--- src/rbf_mac.sv ---
// rbf_mac: shared 33x33 signed multiplier with registered product
// no dependencies
`default_nettype none
module rbf_mac (
  input  wire logic               clk,
  input  wire logic signed [32:0] op_a,
  input  wire logic signed [32:0] op_b,
  output logic signed [65:0]      prod
);
  always_ff @(posedge clk) begin
    prod <= op_a * op_b;
  end
endmodule
`default_nettype wire

--- config.mk ---
export PLATFORM = sky130hd
export DESIGN_NAME = rbf_mac
export DESIGN_NICKNAME = d
export VERILOG_FILES = /design/src/rbf_mac.sv
export SDC_FILE = /design/constraint.sdc
export NUM_CORES = 2
export LEC_CHECK = 0
export ABC_AREA = 1
export BUFFER_PORTS_ARGS = -buffer_cell sky130_fd_sc_hd__buf_4
export CAP_MARGIN = 20
export CELL_PAD_IN_SITES_DETAIL_PLACEMENT = 0
export CELL_PAD_IN_SITES_GLOBAL_PLACEMENT = 1
export CORE_ASPECT_RATIO = 0.7
export CORE_UTILIZATION = 25
export DETAILED_ROUTE_END_ITERATION = 7
export PLACE_DENSITY_LB_ADDON = 0.25
export SETUP_SLACK_MARGIN = 0.05
export SYNTH_ARGS = -nofsm -noshare
export SYNTH_HDL_FRONTEND = slang
export SYNTH_SLANG_ARGS = --single-unit
--- constraint.sdc ---
create_clock -name clk -period 10.4 [get_ports clk]
set_clock_uncertainty 0.05 [all_clocks]
set_input_delay 2.08 -clock clk [delete_from_list [all_inputs] [get_ports clk]]
set_output_delay 2.08 -clock clk [all_outputs]
set_load 0.02 [all_outputs]
# Word level (Yosys, flattened, before mapping)
# Cells that the tools add are included.
# Widths: inputs -> output; s select.
dict set report word_totals {
  input_bits 67
  out_inout_bits 66
  register_bits 66
  word_cells 2
}
dict set report op_classes {
  multipliers 1
}
# op n
set op_table {}
lappend op_table {{$mul 33x33->66} 1}

# Longest topological paths before layout
dict set report depth {
  depth_word 1
  depth_mapped 34
  ltp_nobuf 32
}

# Worst setup path after synthesis
# Ideal clock, no wire load.
dict set report synth_timing {
  path_kind {input port to flip-flop}
  start {in op_a[32]}
  end {reg prod[60]}
  cell_stages 23
  path_buffers 2
  setup_time_ps 113
  path_slack_ps 1514
  required_time_ps 10237
  t_arrival_ps 8723
  path_cell_list {clkbuf_1 > clkbuf_1 > nand2_1 > inv_1 > fa_1 > fa_1 > fa_1 > fa_1 > inv_1 > fa_1 > fa_1 > fa_1 > fa_1 > inv_1 > ha_1 > nand2_1 > nor2_1 > inv_1 > nor3_1 > nand2_1 > and2_0 > nand4_1 > nand2_1}
}
dict set report synth_between {
  elab_chain_cells 1
}
# item line_no
set synth_rtl {}
lappend synth_rtl {{start: declaration} 6} ;# input wire logic signed [32:0] op_a,
lappend synth_rtl {{$mul 33x33->66} 11} ;# prod <= op_a * op_b;
lappend synth_rtl {{end signal: assignment} 11}
lappend synth_rtl {{end: declaration} 8} ;# output logic signed [65:0] prod
# Every way passes these cells.

# Worst setup path in the final report
dict set report layout_timing {
  start {in op_b[0]}
  end {reg prod[57]}
}
dict set report layout_between {
  elab_chain_cells 1
}
# item line_no
set layout_rtl {}
lappend layout_rtl {{start: declaration} 7} ;# input wire logic signed [32:0] op_b,
lappend layout_rtl {{$mul 33x33->66} 11}
# Every way passes these cells.

==> metrics <==
die height between 300 and 400 µm; CP arrival about 9.6 ns; Routed Antenna Nets 0; # fillers 18,900; post-layout net count 6,875; Avg Synthesized Cell Area a little under 8 µm²; # DRC 0; Biggest register prod; DRT iter0 DRCs ~1,800; post-synthesis register bit count 66; Via-to-Cell Ratio slightly above 4; post-synthesis sequential area ratio ~3.1%; Post-Syn Nets approximately 7,000; Post-Syn Area between 40,000 and 50,000 µm²; Core Box Area ~170,000 µm²; largest net degree at the start of global routing 34; top flop regs prod: 66 flops; Synth-to-Final Area Change 7.71%; total track usage between 15 and 20%; Crit Path Max Fanout 33; Final setup viols 0; # IOs about 130; Top FF cell, synth dfxtp_1; cts repair resizes 0; actual slew at the worst max-slew pin between 0.9 and 1 ns; cells after synthesis around 5,500; setup_tns 0 ns; synth top area cells fa_1 (53%), inv_1 (16%), nand2_1 (13%); effective utilization at floorplan 25.2%; Placer Congestion 0.853; Fin. Hold Viols 0; final worst-path cycle share between 90% and 100%; CTS tree yes; Vias between 30,000 and 40,000; Worst Path Class, Setup in2reg; most frequent cell after synthesis inv_1; layout cell share with drive strength beyond 1 approximately 4.3%; CTS Buffer Depth 2; Synth cell types 35; outcome finished clean; worst hold path type in2reg; CP Launch Type input port; I/O Buffers 132; RSZ-0062 raised after global routing no; H-tree lvl count 3; Routed WL 147,000 µm; Max-Cap Viols 0; Die W 499 µm; Post-CTS Setup Inserts 0; hold_buf cts 0; largest area contributor in the synthesized netlist fa_1; crit end category flop; hpwl dp approximately 120,000 µm; max_slew headroom between 30% and 40%; fin crit period 9.37 ns; synth warn 0; vias in the first global route 35,700; Routed WL per cell roughly 19 µm; Post-synth top cells inv_1 (1,894), nand2_1 (1,517), fa_1 (1,145), clkbuf_1 (262), ha_1 (217); Post-synth EDFFs 0; initial antenna violation count 7; CTS root buffer clkbuf_16; max reg flops 66; fmax about 110 MHz; Slew Viols, Final 0; Yosys top cell area share 53.1%; first-pass iteration count of the detailed router 6; Post-synth ARST share 0%; DIE AREA roughly 170,000 µm²; worst endpoint required time 10.60 ns; global route overflow 0; Worst-path clk slew around 0.06 ns; first-pass GRT wire length 230,000 µm; Clock Sinks between 60 and 70; Row Count around 130; Num CTS Buffers 9
==> through the flow <==
step | util (%) | area [µm²] | setup WS, ns | hold slack, ns | std cells
5_1_grt | 27.1 | 46500 | 0.522 | 2.25 | 7709
3_3_place_gp | 27.0 | 46200 | 0.667 | 2.45 | 7691
3_5_place_dp | 27.0 | 46200 | 0.653 | 2.45 | 7691
6_report | 27.1 | 46500 | 1.03 | 2.25 | 7709
4_1_cts | 27.1 | 46500 | 0.985 | 2.23 | 7707
2_1_floorplan | - | 43200 | 1.51 | 2.29 | 5543
==> worst paths after layout <==
| kind | end | from | depth (start not counted) | slack, ns |
|---|---|---|---|---|
| min | prod[0] | op_b[0] | 3 | 2.25 |
| max | prod[57] | op_b[0] | 22 | 1.03 |
==> layer usage <==
layer | share of wire (%) | track usage [%] | vias up
li1 | - | - | 14800
met1 | 52 | 27.2 | 16500
met2 | 43 | 27.0 | 601
met3 | 4.2 | 1.80 | 45
met4 | 0.67 | 1.41 | 4
met5 | 0.015 | 0 | -
==> critical path, cell delays in order <==
cell	delay (ns)
buf_4	0.40
nand2_1	0.17
inv_1	0.16
fa_1	0.51
fa_1	0.63
fa_1	0.50
buf_4	0.24
fa_1	1.13
fa_1	0.58
fa_1	0.51
fa_1	0.49
inv_1	0.05
fa_1	0.48
inv_1	0.04
ha_1	0.44
nand2_1	0.15
nor2_1	0.20
nand3_1	0.20
nor2_1	0.22
o21ai_0	0.16
nand4_1	0.12
nand2_1	0.07
==> layout by cell type, fill, tap and decap left out, types with 9 or more instances in the layout <==
| cell | count |
|---|---|
| nand2_2 | 17 |
| a21oi_1 | 61 |
| nand2_1 | 1517 |
| nor2_2 | 20 |
| nand4_1 | 19 |
| dfxtp_1 | 66 |
| fa_1 | 1145 |
| inv_1 | 1894 |
| nor2_1 | 131 |
| nand3_1 | 70 |
| o21bai_1 | 14 |
| o21ai_0 | 19 |
| xor2_1 | 37 |
| clkbuf_16 | 9 |
| ha_1 | 217 |
| buf_4 | 152 |
==> layout make-up <==
type / count / area (µm²) / area share, %
antenna: 1 / 2.50 / 0.00538
clock buffer: 9 / 225 / 0.484
clock inverter: 7 / 53.8 / 0.116
inverter: 1895 / 7110 / 15.3
multi-input combinational: 3319 / 33800 / 72.6
sequential: 66 / 1320 / 2.84
tap: 2257 / 2820 / 6.07
timing repair buffer: 155 / 1210 / 2.60
==> logic make-up after synthesis <==
logic type                 after synthesis  synth area share (%)
buffers and inverters                 2158                  18.8
and+or+nand+nor                       1810                  16.6
adders and majority gates             1362                  59.4
AOI/OAI and AO/OA                      106                  1.38
DFF                                     66                  3.06
xor gates and xnor gates                41                 0.832
Power is not shown: default switching activity piles up to over one toggle a cycle in this logic, so the estimate is an artifact.
